`src/rtl/core/ictd_pkg.sv`:
```
// Shared types and constants for the indexed chunked texture decoder.
package ictd_pkg;

  localparam int unsigned MAX_PIXELS = 1048576;
  localparam int unsigned PAL_BASE   = 24;
  localparam int unsigned FIFO_DEPTH = 4;
  localparam int unsigned FIFO_AW    = 2;
  localparam int unsigned CBL_W      = 30;

  typedef enum logic [1:0] {
    KIND_PAL = 2'd0,
    KIND_HDR = 2'd1,
    KIND_PIX = 2'd2
  } kind_t;

  typedef struct packed {
    kind_t              kind;
    logic [7:0]         pal_index;
    logic [7:0]         red;
    logic [7:0]         green;
    logic [7:0]         blue;
    logic [15:0]        width;
    logic [15:0]        height;
    logic [8:0]         fill;
    logic signed [17:0] px;
    logic signed [17:0] py;
    logic [7:0]         val;
    logic               last;
  } res_t;

  typedef struct packed {
    logic two;
    res_t r0;
    res_t r1;
  } entry_t;

endpackage

```
`src/rtl/core/ictd_if.sv`:
```
// Channel interfaces for file bytes and decoded results.
interface ictd_in_if;
  logic       valid;
  logic       ready;
  logic [7:0] data_byte;
  logic       file_start;
  modport source (output valid, data_byte, file_start, input ready);
  modport sink (input valid, data_byte, file_start, output ready);
endinterface

interface ictd_out_if;
  logic        valid;
  logic        ready;
  logic [1:0]  kind;
  logic [7:0]  pal_index;
  logic [7:0]  red;
  logic [7:0]  green;
  logic [7:0]  blue;
  logic [15:0] img_width_out;
  logic [15:0] img_height_out;
  logic [8:0]  fill_index;
  logic [19:0] pixel_address;
  logic [7:0]  pixel_value;
  logic        out_of_range;
  logic        last;
  modport source (output valid, kind, pal_index, red, green, blue, img_width_out,
                  img_height_out, fill_index, pixel_address, pixel_value,
                  out_of_range, last, input ready);
  modport sink (input valid, kind, pal_index, red, green, blue, img_width_out,
                img_height_out, fill_index, pixel_address, pixel_value,
                out_of_range, last, output ready);
endinterface

```
`src/rtl/core/indexed_chunked_texture_decoder.sv`:
```
// Top level of the indexed chunked texture decoder.
//   channel   direction  payload
//   in_ch     in         data_byte, file_start
//   out_ch    out        kind, palette colour, header, pixel write, last
//   cfg_*     in         index_mode write (cfg_we, cfg_wdata)
// One byte is taken per cycle while the record queue has room; a byte that
// makes two records holds its queue entry until the result stage has taken both.
// The first record of a byte passes through the queue write, the multiply stage
// and the output register before it is offered.
// rst_n is synchronous; it clears the parser, queue and output valid.
// The record queue lets the parser run on while a result waits; input stalls when it is full.
module indexed_chunked_texture_decoder (
  input  logic       clk,
  input  logic       rst_n,
  ictd_in_if.sink    in_ch,
  ictd_out_if.source out_ch,
  input  logic       cfg_we,
  input  logic       cfg_wdata
);
  import ictd_pkg::*;

  logic   mode_r;
  logic   push, pop, nonempty, full;
  entry_t wentry, rentry;

  // Hold the index mode register
  always_ff @(posedge clk) begin
    if (!rst_n) begin
      mode_r <= 1'b0;
    end else if (cfg_we) begin
      mode_r <= cfg_wdata;
    end
  end

  ictd_front u_front (
    .clk(clk), .rst_n(rst_n), .in_ch(in_ch), .index_mode(mode_r),
    .full(full), .push(push), .entry(wentry)
  );

  ictd_fifo u_fifo (
    .clk(clk), .rst_n(rst_n), .push(push), .wdata(wentry), .pop(pop),
    .rdata(rentry), .nonempty(nonempty), .full(full)
  );

  ictd_back u_back (
    .clk(clk), .rst_n(rst_n), .entry(rentry), .nonempty(nonempty),
    .pop(pop), .out_ch(out_ch)
  );
endmodule

```
`src/rtl/core/ictd_front.sv`:
```
// Byte parser: tracks the file layout and builds result records.
module ictd_front (
  input  logic                clk,
  input  logic                rst_n,
  ictd_in_if.sink             in_ch,
  input  logic                index_mode,
  input  logic                full,
  output logic                push,
  output ictd_pkg::entry_t    entry
);
  import ictd_pkg::*;

  typedef enum logic [2:0] {
    PH_HEADER, PH_PALETTE, PH_CHEAD, PH_CDATA, PH_IDLE
  } phase_t;

  typedef struct packed {
    logic        ok;
    res_t        res;
    logic [15:0] col;
    logic [15:0] row;
  } pix_t;

  phase_t      ph_r, ph_nxt;
  logic [23:0] off_r, off_nxt;
  logic [15:0] w_r, w_nxt, h_r, h_nxt, cl_r, cl_nxt;
  logic [15:0] ox_r, ox_nxt, oy_r, oy_nxt, cols_r, cols_nxt, rows_r, rows_nxt;
  logic [15:0] col_r, col_nxt, row_r, row_nxt;
  logic [CBL_W-1:0] cbl_r, cbl_nxt;
  logic [7:0]  held_r, held_nxt;
  logic [8:0]  tidx_r, tidx_nxt;
  logic        tseen_r, tseen_nxt;

  logic        acc;
  logic [1:0]  cnt;
  res_t        rs0, rs1;

  // Produce one pixel write from the chunk counters, if rows remain
  function automatic pix_t emit(input logic [15:0] col, input logic [15:0] row,
                                input logic [15:0] ox, input logic [15:0] oy,
                                input logic [15:0] cols, input logic [15:0] rows,
                                input logic [7:0] v, input logic [15:0] w,
                                input logic [15:0] h);
    pix_t p;
    p = '0;
    p.col = col;
    p.row = row;
    if ($signed({2'b00, row}) < $signed({{2{rows[15]}}, rows})) begin
      p.ok         = 1'b1;
      p.res.kind   = KIND_PIX;
      p.res.val    = v;
      p.res.width  = w;
      p.res.height = h;
      p.res.px     = $signed({{2{ox[15]}}, ox}) + $signed({2'b00, col});
      p.res.py     = $signed({{2{oy[15]}}, oy}) + $signed({2'b00, row});
      p.col        = col + 16'd1;
      if ($signed({2'b00, p.col}) >= $signed({{2{cols[15]}}, cols})) begin
        p.col = '0;
        p.row = row + 16'd1;
      end
    end
    return p;
  endfunction

  assign acc          = in_ch.valid && in_ch.ready;
  assign in_ch.ready  = !full;

  always_comb begin
    logic [15:0]      wd;
    logic [23:0]      pos;
    logic [22:0]      ent;
    logic [8:0]       psz;
    logic [2:0]       hp;
    logic signed [16:0] cw, chh;
    logic [31:0]      pixels;
    res_t             r;
    pix_t             p;

    ph_nxt = ph_r; off_nxt = off_r; w_nxt = w_r; h_nxt = h_r; cl_nxt = cl_r;
    ox_nxt = ox_r; oy_nxt = oy_r; cols_nxt = cols_r; rows_nxt = rows_r;
    col_nxt = col_r; row_nxt = row_r; cbl_nxt = cbl_r; held_nxt = held_r;
    tidx_nxt = tidx_r; tseen_nxt = tseen_r;
    cnt = '0; rs0 = '0; rs1 = '0;
    wd = {held_r, in_ch.data_byte};
    pos = '0; ent = '0; hp = '0; cw = '0; chh = '0; pixels = '0; r = '0; p = '0;
    psz = index_mode ? 9'd16 : 9'd256;

    if (acc) begin
      // Restart the parser on a new file
      if (in_ch.file_start) begin
        ph_nxt = PH_HEADER; off_nxt = '0; w_nxt = '0; h_nxt = '0; cl_nxt = '0;
        ox_nxt = '0; oy_nxt = '0; cols_nxt = '0; rows_nxt = '0;
        col_nxt = '0; row_nxt = '0; cbl_nxt = '0; held_nxt = '0;
        tidx_nxt = '0; tseen_nxt = 1'b0;
      end
      wd = {held_nxt, in_ch.data_byte};

      case (ph_nxt)
        PH_HEADER: begin
          if (!off_nxt[0]) begin
            held_nxt = in_ch.data_byte;
          end else if (off_nxt == 24'd5) begin
            w_nxt = wd;
          end else if (off_nxt == 24'd7) begin
            h_nxt = wd;
          end else if (off_nxt == 24'd9) begin
            cl_nxt = wd;
          end
          if (off_nxt == 24'(PAL_BASE - 1)) ph_nxt = PH_PALETTE;
        end
        PH_PALETTE: begin
          pos = off_nxt - 24'(PAL_BASE);
          if (!pos[0]) begin
            held_nxt = in_ch.data_byte;
          end else begin
            ent = pos[23:1];
            r = '0;
            r.kind = KIND_PAL;
            r.pal_index = ent[7:0];
            r.red   = {wd[15:11], 3'b000};
            r.green = {wd[10:6], 3'b000};
            r.blue  = {wd[5:1], 3'b000};
            rs0 = r;
            cnt = 2'd1;
            if (!tseen_nxt && !wd[0]) begin
              tidx_nxt  = ent[8:0];
              tseen_nxt = 1'b1;
            end
            // Close the palette with the header record
            if (ent >= 23'(psz - 9'd1)) begin
              r = '0;
              r.kind   = KIND_HDR;
              r.width  = w_nxt;
              r.height = h_nxt;
              r.fill   = tseen_nxt ? tidx_nxt : psz;
              rs1 = r;
              cnt = 2'd2;
              if (cl_nxt == '0) begin
                ph_nxt = PH_IDLE;
              end else begin
                cl_nxt = cl_nxt - 16'd1;
                ph_nxt = PH_CHEAD;
                cbl_nxt = CBL_W'(8);
              end
            end
          end
        end
        PH_CHEAD: begin
          hp = 3'(4'd8 - cbl_nxt[3:0]);
          if (!hp[0]) begin
            held_nxt = in_ch.data_byte;
          end else if (hp == 3'd1) begin
            ox_nxt = wd;
          end else if (hp == 3'd3) begin
            oy_nxt = wd;
          end else if (hp == 3'd5) begin
            cols_nxt = wd;
          end else begin
            rows_nxt = wd;
          end
          cbl_nxt = cbl_nxt - CBL_W'(1);
          if (cbl_nxt == '0) begin
            cw  = $signed({cols_nxt[15], cols_nxt});
            chh = $signed({rows_nxt[15], rows_nxt});
            col_nxt = '0;
            row_nxt = '0;
            if (cw > 0 && chh > 0) begin
              pixels = 32'(cols_nxt[14:0] * rows_nxt[14:0]);
              cbl_nxt = index_mode ? CBL_W'((pixels + 32'd1) >> 1) : CBL_W'(pixels);
              ph_nxt = PH_CDATA;
            end else if (cl_nxt == '0) begin
              ph_nxt = PH_IDLE;
            end else begin
              cl_nxt = cl_nxt - 16'd1;
              ph_nxt = PH_CHEAD;
              cbl_nxt = CBL_W'(8);
            end
          end
        end
        PH_CDATA: begin
          if (index_mode) begin
            p = emit(col_nxt, row_nxt, ox_nxt, oy_nxt, cols_nxt, rows_nxt,
                     {4'h0, in_ch.data_byte[7:4]}, w_nxt, h_nxt);
          end else begin
            p = emit(col_nxt, row_nxt, ox_nxt, oy_nxt, cols_nxt, rows_nxt,
                     in_ch.data_byte, w_nxt, h_nxt);
          end
          col_nxt = p.col;
          row_nxt = p.row;
          if (p.ok) begin
            rs0 = p.res;
            cnt = 2'd1;
          end
          // Low nibble follows the high one in 4-bit mode
          if (index_mode) begin
            p = emit(col_nxt, row_nxt, ox_nxt, oy_nxt, cols_nxt, rows_nxt,
                     {4'h0, in_ch.data_byte[3:0]}, w_nxt, h_nxt);
            col_nxt = p.col;
            row_nxt = p.row;
            if (p.ok) begin
              if (cnt == 2'd0) begin
                rs0 = p.res;
              end else begin
                rs1 = p.res;
              end
              cnt = cnt + 2'd1;
            end
          end
          cbl_nxt = cbl_nxt - CBL_W'(1);
          if (cbl_nxt == '0) begin
            if (cl_nxt == '0) begin
              ph_nxt = PH_IDLE;
            end else begin
              cl_nxt = cl_nxt - 16'd1;
              ph_nxt = PH_CHEAD;
              cbl_nxt = CBL_W'(8);
            end
          end
        end
        default: ;
      endcase

      if (off_nxt != 24'hFFFFFF) off_nxt = off_nxt + 24'd1;
      if (cnt == 2'd2) begin
        rs1.last = 1'b1;
      end else begin
        rs0.last = 1'b1;
      end
    end
  end

  assign push      = acc && (cnt != 2'd0);
  assign entry.two = (cnt == 2'd2);
  assign entry.r0  = rs0;
  assign entry.r1  = rs1;

  // Hold parser state
  always_ff @(posedge clk) begin
    if (!rst_n) begin
      ph_r <= PH_HEADER; off_r <= '0; w_r <= '0; h_r <= '0; cl_r <= '0;
      ox_r <= '0; oy_r <= '0; cols_r <= '0; rows_r <= '0;
      col_r <= '0; row_r <= '0; cbl_r <= '0; held_r <= '0;
      tidx_r <= '0; tseen_r <= 1'b0;
    end else begin
      ph_r <= ph_nxt; off_r <= off_nxt; w_r <= w_nxt; h_r <= h_nxt; cl_r <= cl_nxt;
      ox_r <= ox_nxt; oy_r <= oy_nxt; cols_r <= cols_nxt; rows_r <= rows_nxt;
      col_r <= col_nxt; row_r <= row_nxt; cbl_r <= cbl_nxt; held_r <= held_nxt;
      tidx_r <= tidx_nxt; tseen_r <= tseen_nxt;
    end
  end
endmodule

```
`src/rtl/core/ictd_fifo.sv`:
```
// Short queue of result records between parser and address stage.
module ictd_fifo (
  input  logic             clk,
  input  logic             rst_n,
  input  logic             push,
  input  ictd_pkg::entry_t wdata,
  input  logic             pop,
  output ictd_pkg::entry_t rdata,
  output logic             nonempty,
  output logic             full
);
  import ictd_pkg::*;

  entry_t             mem_r [FIFO_DEPTH];
  logic [FIFO_AW-1:0] wp_r, rp_r;
  logic [FIFO_AW:0]   cnt_r;

  assign rdata    = mem_r[rp_r];
  assign nonempty = (cnt_r != '0);
  assign full     = (cnt_r == (FIFO_AW + 1)'(FIFO_DEPTH));

  // Store entries
  always_ff @(posedge clk) begin
    if (push) mem_r[wp_r] <= wdata;
  end

  // Advance pointers
  always_ff @(posedge clk) begin
    if (!rst_n) begin
      wp_r <= '0; rp_r <= '0; cnt_r <= '0;
    end else begin
      if (push) wp_r <= wp_r + 1'b1;
      if (pop)  rp_r <= rp_r + 1'b1;
      cnt_r <= cnt_r + (FIFO_AW + 1)'(push) - (FIFO_AW + 1)'(pop);
    end
  end
endmodule

```
`src/rtl/core/ictd_back.sv`:
```
// Result stage: splits entries, forms pixel addresses, drives the output.
module ictd_back (
  input  logic             clk,
  input  logic             rst_n,
  input  ictd_pkg::entry_t entry,
  input  logic             nonempty,
  output logic             pop,
  ictd_out_if.source       out_ch
);
  import ictd_pkg::*;

  logic        sub_r;
  logic        s1_v_r, s2_ready, s1_ready, take;
  res_t        s1_r, cur;
  logic [31:0] prod_r;
  logic        inr_r;
  logic        ov_r;
  res_t        o_r;
  logic [19:0] oaddr_r;
  logic        ooor_r;
  logic [32:0] a;
  logic        aoor;

  assign s2_ready = !ov_r || out_ch.ready;
  assign s1_ready = !s1_v_r || s2_ready;
  assign cur      = sub_r ? entry.r1 : entry.r0;
  assign take     = nonempty && s1_ready;
  assign pop      = take && (!entry.two || sub_r);

  // Step through the records of an entry and multiply
  always_ff @(posedge clk) begin
    if (!rst_n) begin
      sub_r  <= 1'b0;
      s1_v_r <= 1'b0;
    end else begin
      if (take) sub_r <= entry.two && !sub_r;
      if (s1_ready) s1_v_r <= nonempty;
    end
    if (take) begin
      s1_r   <= cur;
      prod_r <= cur.py[15:0] * cur.width;
      inr_r  <= !cur.px[17] && !cur.py[17] &&
                (cur.px < $signed({2'b00, cur.width})) &&
                (cur.py < $signed({2'b00, cur.height}));
    end
  end

  assign a    = 33'(s1_r.px[15:0]) + 33'(prod_r);
  assign aoor = !inr_r || (a >= 33'(MAX_PIXELS));

  // Hold the output until taken
  always_ff @(posedge clk) begin
    if (!rst_n) begin
      ov_r <= 1'b0;
    end else if (s2_ready) begin
      ov_r <= s1_v_r;
    end
    if (s2_ready && s1_v_r) begin
      o_r     <= s1_r;
      ooor_r  <= (s1_r.kind == KIND_PIX) && aoor;
      oaddr_r <= ((s1_r.kind == KIND_PIX) && !aoor) ? a[19:0] : 20'd0;
    end
  end

  assign out_ch.valid          = ov_r;
  assign out_ch.kind           = o_r.kind;
  assign out_ch.pal_index      = o_r.pal_index;
  assign out_ch.red            = o_r.red;
  assign out_ch.green          = o_r.green;
  assign out_ch.blue           = o_r.blue;
  assign out_ch.img_width_out  = (o_r.kind == KIND_HDR) ? o_r.width : 16'd0;
  assign out_ch.img_height_out = (o_r.kind == KIND_HDR) ? o_r.height : 16'd0;
  assign out_ch.fill_index     = o_r.fill;
  assign out_ch.pixel_address  = oaddr_r;
  assign out_ch.pixel_value    = o_r.val;
  assign out_ch.out_of_range   = ooor_r;
  assign out_ch.last           = o_r.last;
endmodule
```
`src/flat_wrapper.sv`:
```
// flat-port wrapper written by rule: the top's interface ports become plain ports
module indexed_chunked_texture_decoder_flat import ictd_pkg::*;
  (clk, rst_n, cfg_we, cfg_wdata, in_ch_valid, in_ch_data_byte, in_ch_file_start, in_ch_ready, out_ch_valid, out_ch_kind, out_ch_pal_index, out_ch_red, out_ch_green, out_ch_blue, out_ch_img_width_out, out_ch_img_height_out, out_ch_fill_index, out_ch_pixel_address, out_ch_pixel_value, out_ch_out_of_range, out_ch_last, out_ch_ready);
  ictd_in_if in_ch_i ();
  ictd_out_if out_ch_i ();
  input  logic clk;
  input  logic rst_n;
  input  logic cfg_we;
  input  logic cfg_wdata;
  input wire logic [$bits(in_ch_i.valid)-1:0] in_ch_valid;
  input wire logic [$bits(in_ch_i.data_byte)-1:0] in_ch_data_byte;
  input wire logic [$bits(in_ch_i.file_start)-1:0] in_ch_file_start;
  output wire logic [$bits(in_ch_i.ready)-1:0] in_ch_ready;
  output wire logic [$bits(out_ch_i.valid)-1:0] out_ch_valid;
  output wire logic [$bits(out_ch_i.kind)-1:0] out_ch_kind;
  output wire logic [$bits(out_ch_i.pal_index)-1:0] out_ch_pal_index;
  output wire logic [$bits(out_ch_i.red)-1:0] out_ch_red;
  output wire logic [$bits(out_ch_i.green)-1:0] out_ch_green;
  output wire logic [$bits(out_ch_i.blue)-1:0] out_ch_blue;
  output wire logic [$bits(out_ch_i.img_width_out)-1:0] out_ch_img_width_out;
  output wire logic [$bits(out_ch_i.img_height_out)-1:0] out_ch_img_height_out;
  output wire logic [$bits(out_ch_i.fill_index)-1:0] out_ch_fill_index;
  output wire logic [$bits(out_ch_i.pixel_address)-1:0] out_ch_pixel_address;
  output wire logic [$bits(out_ch_i.pixel_value)-1:0] out_ch_pixel_value;
  output wire logic [$bits(out_ch_i.out_of_range)-1:0] out_ch_out_of_range;
  output wire logic [$bits(out_ch_i.last)-1:0] out_ch_last;
  input wire logic [$bits(out_ch_i.ready)-1:0] out_ch_ready;
  assign in_ch_i.valid = in_ch_valid;
  assign in_ch_i.data_byte = in_ch_data_byte;
  assign in_ch_i.file_start = in_ch_file_start;
  assign in_ch_ready = in_ch_i.ready;
  assign out_ch_valid = out_ch_i.valid;
  assign out_ch_kind = out_ch_i.kind;
  assign out_ch_pal_index = out_ch_i.pal_index;
  assign out_ch_red = out_ch_i.red;
  assign out_ch_green = out_ch_i.green;
  assign out_ch_blue = out_ch_i.blue;
  assign out_ch_img_width_out = out_ch_i.img_width_out;
  assign out_ch_img_height_out = out_ch_i.img_height_out;
  assign out_ch_fill_index = out_ch_i.fill_index;
  assign out_ch_pixel_address = out_ch_i.pixel_address;
  assign out_ch_pixel_value = out_ch_i.pixel_value;
  assign out_ch_out_of_range = out_ch_i.out_of_range;
  assign out_ch_last = out_ch_i.last;
  assign out_ch_i.ready = out_ch_ready;
  indexed_chunked_texture_decoder u_core (.clk(clk), .rst_n(rst_n), .in_ch(in_ch_i), .out_ch(out_ch_i), .cfg_we(cfg_we), .cfg_wdata(cfg_wdata));
endmodule
```
`config.mk`:
```
export PLATFORM = sky130hd
export DESIGN_NAME = indexed_chunked_texture_decoder_flat
export DESIGN_NICKNAME = d
export VERILOG_FILES = /design/src/rtl/core/ictd_pkg.sv /design/src/rtl/core/ictd_if.sv /design/src/rtl/core/indexed_chunked_texture_decoder.sv /design/src/rtl/core/ictd_front.sv /design/src/rtl/core/ictd_fifo.sv /design/src/rtl/core/ictd_back.sv /design/src/flat_wrapper.sv
export SDC_FILE = /design/constraint.sdc
export NUM_CORES = 2
export LEC_CHECK = 0
export ABC_AREA = 1
export BUFFER_PORTS_ARGS = -buffer_cell sky130_fd_sc_hd__buf_2
export CORE_UTILIZATION = 45
export DETAILED_ROUTE_END_ITERATION = 8
export PLACE_DENSITY = 0.69
export SKIP_LAST_GASP = 1
export SYNTH_ARGS = -nofsm -noshare
export SYNTH_HDL_FRONTEND = slang
export SYNTH_HIERARCHICAL = 1
export SYNTH_SLANG_ARGS = --single-unit
export TNS_END_PERCENT = 50
```
`constraint.sdc`:
```
create_clock -name clk -period 32.7 [get_ports clk]
set_input_delay 0 -clock clk [delete_from_list [all_inputs] [get_ports clk]]
set_output_delay 0 -clock clk [all_outputs]
set_load 0.03 [all_outputs]
```
### Word level (Yosys, flattened, before mapping)

Memories as Yosys holds them, arrays and structs flattened. A register that Yosys moved wholly into a read port is not among the register bits.
Cells that the tools add are included.

* add/subtract/negate cells: 21
* multiply operators: 2
* order comparisons: 10
* equality and inequality tests: 16
* mux-type cells: 154
* reductions and logical operators: 34

Operator list (count)
* two-way mux 120 bit: 10
* two-way mux 16 bit: 60
* one-hot mux 120 bit (2 select lines): 2
* two-way mux 153 bit: 2
* two-way mux 30 bit: 10
* two-way mux 119 bit: 2
* two-way mux 32 bit: 6
* two-way mux 44 bit: 3
* two-way mux 118 bit: 1
* one-hot mux 30 bit (3 select lines): 1
* two-way mux 77 bit: 1
* adder 16 x 17 -> 18 bit: 4
* two-way mux 24 bit: 3
* adder 16 x 1 -> 16 bit (second input constant): 4
* one-hot mux 16 bit (2 select lines): 2
* one-hot mux 16 bit (4 select lines): 1
* two-way mux 9 bit: 6
* equality test 24 x 3 -> 1 bit (second input constant): 2
* two-way mux 3 bit: 14
* < comparator 18 x 17 -> 1 bit: 2
* greater-or-equal comparator 17 x 16 -> 1 bit: 2
* < comparator 17 x 16 -> 1 bit: 2
* adder 16 x 32 -> 33 bit: 1
* greater-or-equal comparator 33 x 21 -> 1 bit (second input constant): 1
* other kinds (37): 95

* register bits after elaboration: 468
* memory bits (writable): 964
* bits of input ports: 15
* output and inout port bits: 107
* word-level logic and storage cells: 285
* memories: 1

Memories
* u_core.u_fifo.mem_r: depth 4, bits a word 241, rd ports 1, clocked after memory_dff 1, wr ports 1, line ictd_fifo.sv:14 `entry_t mem_r [FIFO_DEPTH];`

### Depth between registers and ports, before layout

* depth in word-level cells: 25
* mapped depth: 52
* mapped depth without buffers: 49

### Modules after synthesis

Netlist, hierarchy kept.

Modules (own cells, without submodules)
* ictd_fifo: instances 1, cells each 2867, area each 38368.0 sq um, sequential area each 29127.9 sq um
* ictd_front: instances 1, cells each 5341, area each 32836.5 sq um, sequential area each 4384.2 sq um
* ictd_back: instances 1, cells each 2241, area each 20300.7 sq um, sequential area each 7206.9 sq um
* indexed_chunked_texture_decoder: instances 1, cells each 6, area each 41.3 sq um, sequential area each 20.0 sq um

### Worst setup path before layout

Ideal clock, no wire load.

* kind: input-to-reg
* start: input port in_ch_file_start
* end: memory u_core/u_fifo/mem_r[0][0] (netlist bit) (enable)
* library setup time: 592 ps
* data arrival time: 10196 ps
* required time: 32108 ps
* slack: 21912 ps
* stages: 42
* buffers on the path: 5
* path through: buf_6 > buf_6 > buf_6 > buf_2 > nor2_1 > ha_1 > nand3_1 > nor3_1 > nand2_1 > nor2_1 > xor2_1 > inv_1 > ha_1 > nand2_1 > nor2_1 > nand3_1 > nor2_1 > nor2_1 > [6 not listed] > nand3_1 > xor2_1 > inv_1 > ha_1 > a21oi_1 > nor3_1 > a211oi_1 > nand2_1 > nand2_1 > nand2_1 > inv_1 > ha_1 > o211ai_1 > o21ai_0 > inv_1 > o21ai_0 > nand2_1 > inv_1

* cells in the longest elaborated chain, start to end: 23
* elaborated cells between the ends (all ways): 46
* those cells by class: add/sub (4); order compare (4); eq/ne (2); mux (34); reduce/logical (2)

Ends and longest elaborated chain
* start, declared: line flat_wrapper.sv:12 `input wire logic [$bits(in_ch_i.file_start)-1:0] in_ch_file_start;`
* two-way mux 16 bit: line ictd_front.sv:90 `if (in_ch.file_start) begin`
* two-way mux 16 bit: line ictd_front.sv:88 `if (acc) begin`
* adder 16 x 1 -> 16 bit: line ictd_front.sv:56 `p.col = col + 16'd1;`
* greater-or-equal comparator 17 x 16 -> 1 bit: line ictd_front.sv:57 `if ($signed({2'b00, p.col}) >= $signed({{2{cols[15]}}, cols})) begin`
* two-way mux 32 bit: line ictd_front.sv:57
* two-way mux 32 bit: line ictd_front.sv:48 `if ($signed({2'b00, row}) < $signed({{2{rows[15]}}, rows})) begin`
* two-way mux 77 bit: line ictd_front.sv:181 `if (index_mode) begin`
* two-way mux 153 bit: line ictd_front.sv:98 `case (ph_nxt)`
* [7 not listed]
* two-way mux 2 bit: line ictd_front.sv:195 `if (index_mode) begin`
* one-hot mux 2 bit (2 select lines) (*): line ictd_front.sv:98
* two-way mux 2 bit (*) (2 in a row): line ictd_front.sv:88
* nonzero test 2 bit (*): line ictd_front.sv:232 `assign push = acc && (cnt != 2'd0);`
* logical AND 1 bit (*): line ictd_front.sv:232
* net u_core.push: line indexed_chunked_texture_decoder.sv:23 `logic push, pop, nonempty, full;`
* two-way mux 1 bit (*): line ictd_fifo.sv:24 `if (push) mem_r[wp_r] <= wdata;`
* two-way mux 1 bit (implied by the code) (*): line ictd_fifo.sv:24
* end, declared: line ictd_fifo.sv:14

Mark *: on every way through the listed nets, which the timed path passes. The rest lies on a longest branch. The select of a mux whose other input is x is not followed.

### Worst setup path after layout

* start: input port in_ch_file_start
* end: memory u_core/u_fifo/mem_r[0][200] (netlist bit) (enable)

Same word-level chain as after synthesis.

==> qor_table.md <==
| Quantity | Reported | Unit |
|:---|:---|:---|
| Number of antenna violations at the first check in global routing | 4 | - |
| Initial DRT Pass Iterations | 6 | - |
| Number of buffer cells added on primary ports | 121 | - |
| Height of the die | 453 | um |
| IO Pins | 122 | - |
| Number of global-route vias before repair | 68537 | - |
| Post-synthesis register bit count | 1434 | - |
| Total clock buffers created by CTS | 148 | - |
| Worst reg-to-reg setup slack | 21.79 | ns |
| Fmax | 88.4 | MHz |
| Library cell appearing most often on the critical path | sky130_fd_sc_hd__nand2_1 | - |
| Max transition margin | 20.3 | % |
| CTS root buffer | sky130_fd_sc_hd__clkbuf_16 | - |
| Count of cell types in the netlist | 73 | - |
| Library cell with the highest instance count after synthesis | sky130_fd_sc_hd__nand2_1 | - |
| Effective utilization at floorplan | 45.3 | % |
| Final net count | 11123 | - |
| Detailed Route WL | 254 | mm |
| Slew Limit Fails | 0 | - |
| Detailed-route DRC error count | 0 | - |
| Sequential cell area | 0.0408 | mm2 |
| Layout cell share with drive strength beyond 1 | 6.72 | % |
| Final routed wire length divided by cell count | 19.3 | um |
| Unrepaired setup endpoints after global routing | false | - |
| Yosys Warn Count | 6 | - |
| Met3 layer wire length in the routed design | 18.2 | mm |
| Main area contributors after synthesis | sky130_fd_sc_hd__edfxtp_1, sky130_fd_sc_hd__nand2_1, sky130_fd_sc_hd__fa_1 | - |
| Sink of the worst hold path | u_core/u_back/out_ch.valid$_SDFFE_PN0P_ | - |
| CTS tree | built | - |
| Crit. End Element | flip-flop | - |
| Multi-input gate area in the final layout | 0.0412 | mm2 |
| Global Route Usage Sum | 24.5 | % |
| Slowest cell on crit path | sky130_fd_sc_hd__buf_4 | - |
| Global placement routability congestion | 0.945 | - |
| Critical register-to-register path startpoint | u_core/u_front/col_r[1]$_SDFFE_PN0P_ | - |
| Launch point of the worst hold path | out_ch_ready | - |
| Minimum clock period | 11.32 | ns |
| Post-CTS setup repair buffer count | 0 | - |
| Leading register cell type out of synthesis | sky130_fd_sc_hd__edfxtp_1 | - |
| Worst stage delay on the critical path | 0.88 | ns |
| Number of sinks on the clock net | 1434 | - |
| Clock latency at the later pin of the worst-skew pair | 0.83 | ns |
| Hold path cells | 5 | - |
| Sequential element share of the synthesized area | 44.5 | % |
| Via count | 71291 | - |
| Share of async-settable or async-resettable flops after synthesis | 0 | % |
| Outcome | completed | - |
| Portion of synthesized cell area occupied by the leading cell type | 39.4 | % |
| Routed length on met2 | 119 | mm |
| Combined area of all synthesized cells | 0.0915 | mm2 |
| Setup total negative slack | 0 | ns |
| Final count of negative-setup-slack endpoints | 0 | - |
| EDFF count, synth | 1202 | - |
| Period utilisation layout | 34.6 | % |
| ANT nets after route | 0 | - |
| Detailed placement HPWL | 177 | mm |
| Data arrival at the endpoint of the critical path | 11.72 | ns |
| Worst Path Required | 33.10 | ns |
| Worst min-delay path class | in2reg | - |
| Final hold vios | 0 | - |
| Setup clock skew after layout | 0.0539 | ns |
| Transition time at the pin with the least slew margin | 1.20 | ns |
| H-tree Lvls | 4 | - |
| Core region area | 0.202 | mm2 |
| Global-route wire length before repair | 391 | mm |
| Top routing layer in use | met5 | - |
| Most used standard cells in the synthesized netlist | sky130_fd_sc_hd__nand2_1, sky130_fd_sc_hd__inv_1, sky130_fd_sc_hd__edfxtp_1, sky130_fd_sc_hd__nor2_1, sky130_fd_sc_hd__a21oi_1 | - |
| Area added between synthesis and finish | 7.53 | % |
| Cell type contributing the most total cell area after synthesis | sky130_fd_sc_hd__edfxtp_1 | - |
| Depth of the most critical reg-to-reg path | 41 | - |
| Vias/cell | 5.43 | - |
| Total die area | 0.205 | mm2 |
| Die width | 453 | um |
| Filler cell count | 18710 | - |
| Post-Route M1 WL | 108 | mm |
| Critical path fanouts, max | 91 | - |
| Iter 0 DRT Violations | 6886 | - |
| Average size of a mapped cell | 8.76 | um2 |
| Cell count after synthesis | 10455 | - |
| Global-route congestion overflow total | 0 | - |
| Max_cap viols | 0 | - |
| Reg-to-reg endpoint | u_core/u_fifo/mem_r[0][200]$_DFFE_PP_ | - |
| Type of the worst setup path | in2reg | - |
| Number of core rows | 165 | - |
| Buffers from clock root to sink, at most | 3 | - |
| Launching element type of the critical path | input pin | - |
| Largest net degree at the start of global routing | 216 | - |
| Clock slew seen by the registers of the worst setup and hold paths | 0.06 | ns |
==> cells in the final DEF (no fill, tap or decap), types with 119 or more instances in the layout <==
| cell type | netlist | layout |
|---|---|---|
| sky130_fd_sc_hd__nand2_1 | 2200 | 2199 |
| sky130_fd_sc_hd__inv_1 | 1712 | 1704 |
| sky130_fd_sc_hd__edfxtp_1 | 1202 | 1202 |
| sky130_fd_sc_hd__nor2_1 | 920 | 915 |
| sky130_fd_sc_hd__a21oi_1 | 760 | 759 |
| sky130_fd_sc_hd__o21ai_0 | 512 | 508 |
| sky130_fd_sc_hd__ha_1 | 397 | 397 |
| sky130_fd_sc_hd__fa_1 | 367 | 367 |
| sky130_fd_sc_hd__o211ai_1 | 322 | 322 |
| sky130_fd_sc_hd__nand3_1 | 292 | 292 |
| sky130_fd_sc_hd__dfxtp_1 | 232 | 229 |
| sky130_fd_sc_hd__clkbuf_16 | 0 | 150 |
| sky130_fd_sc_hd__o21ai_1 | 136 | 138 |
| sky130_fd_sc_hd__nor3_1 | 125 | 125 |
| sky130_fd_sc_hd__xor2_1 | 124 | 124 |
| sky130_fd_sc_hd__buf_2 | 150 | 119 |
==> per-layer routing <==
layer,up-vias,GRT usage (%)
met5,-,0
met4,10,8.62
met3,433,3.64
met2,2643,40.5
met1,34378,32.6
li1,33827,-
==> registers in the layout (all words and copies together), names as in the netlist, 16 cells and up, named ones only <==
signal / cells
u_core/u_back/o_r: 32
u_core/u_back/out_ch.pixel_address: 20
u_core/u_back/prod_r: 32
u_core/u_back/s1_r: 100
u_core/u_fifo/mem_r: 964
u_core/u_front/cbl_r: 30
u_core/u_front/cl_r: 16
u_core/u_front/col_r: 16
u_core/u_front/cols_r: 16
u_core/u_front/h_r: 16
u_core/u_front/off_r: 24
u_core/u_front/ox_r: 16
u_core/u_front/oy_r: 16
u_core/u_front/row_r: 16
u_core/u_front/rows_r: 16
u_core/u_front/w_r: 16
==> cell families (layout without fill, tap and decap cells) <==
| logic type | count (synthesis) | count (layout) | synth area share (%) |
|---|---|---|---|
| AO/OA/AOI/OAI | 1903 | 1903 | 11.9 |
| XOR/XNOR | 177 | 177 | 1.71 |
| adder cells (fa/ha/maj) | 764 | 764 | 13.5 |
| buffers and inverters | 2304 | 2261 | 10.7 |
| flip-flops | 1434 | 1434 | 44.5 |
| other | 1 | 58 | 0.00410 |
| AND/OR/NAND/NOR | 3872 | 3872 | 17.7 |
==> final cells by class <==
| class | instances | area share (%) |
|---|---|---|
| Tap cell | 2672 | 3.40 |
| Antenna cell | 3 | 0.00763 |
| Timing Repair Buffer | 229 | 1.52 |
| Clock inverter | 78 | 0.960 |
| Sequential cell | 1434 | 41.4 |
| Inverter | 1760 | 6.76 |
| Multi-Input combinational cell | 6771 | 41.9 |
| Clock buffer | 194 | 4.07 |
==> critical path: cells and delay by family <==
family	cells	cell delay [ns]
AOI/OAI and AO/OA	5	0.90
adders and majority gates	3	0.91
xor gates and xnor gates	2	0.59
buffers and inverters	13	5.68
and+or+nand+nor	19	3.23
==> what timing repair did <==
item	in CTS	in global routing
resized for setup	0	0
hold buffers	16	0
hold endpoints to repair	112	0
==> how the worst max path moves through the flow <==
stage,depth (start not counted),from,end,slack (ns)
after floorplan,42,in_ch_file_start,u_core/u_fifo/mem_r[0][0]$_DFFE_PP_,21.91
after global placement,41,in_ch_file_start,u_core/u_fifo/mem_r[0][83]$_DFFE_PP_,21.18
after detailed placement,40,in_ch_file_start,u_core/u_fifo/mem_r[2][194]$_DFFE_PP_,21.24
after CTS,41,in_ch_file_start,u_core/u_fifo/mem_r[2][179]$_DFFE_PP_,21.45
after global routing,41,in_ch_file_start,u_core/u_fifo/mem_r[2][178]$_DFFE_PP_,20.53
final,42,in_ch_file_start,u_core/u_fifo/mem_r[0][200]$_DFFE_PP_,21.38
==> metrics by stage <==
stage          utilization (%)  hold slack, ns  worst slack, ns  area, um2  instances
6_report                  48.7           0.104            21.38      98400      13141
5_1_grt                   48.7           0.164            20.53      98400      13139
4_1_cts                   48.7          0.0760            21.45      98400      13138
3_5_place_dp              46.2           0.248            21.24      93300      12850
3_3_place_gp              46.2           0.243            21.18      93300      12850
2_1_floorplan                -          0.0935            21.91      91700      10509
Power is not shown: default switching activity piles up to over one toggle a cycle in this logic, so the estimate is an artifact.
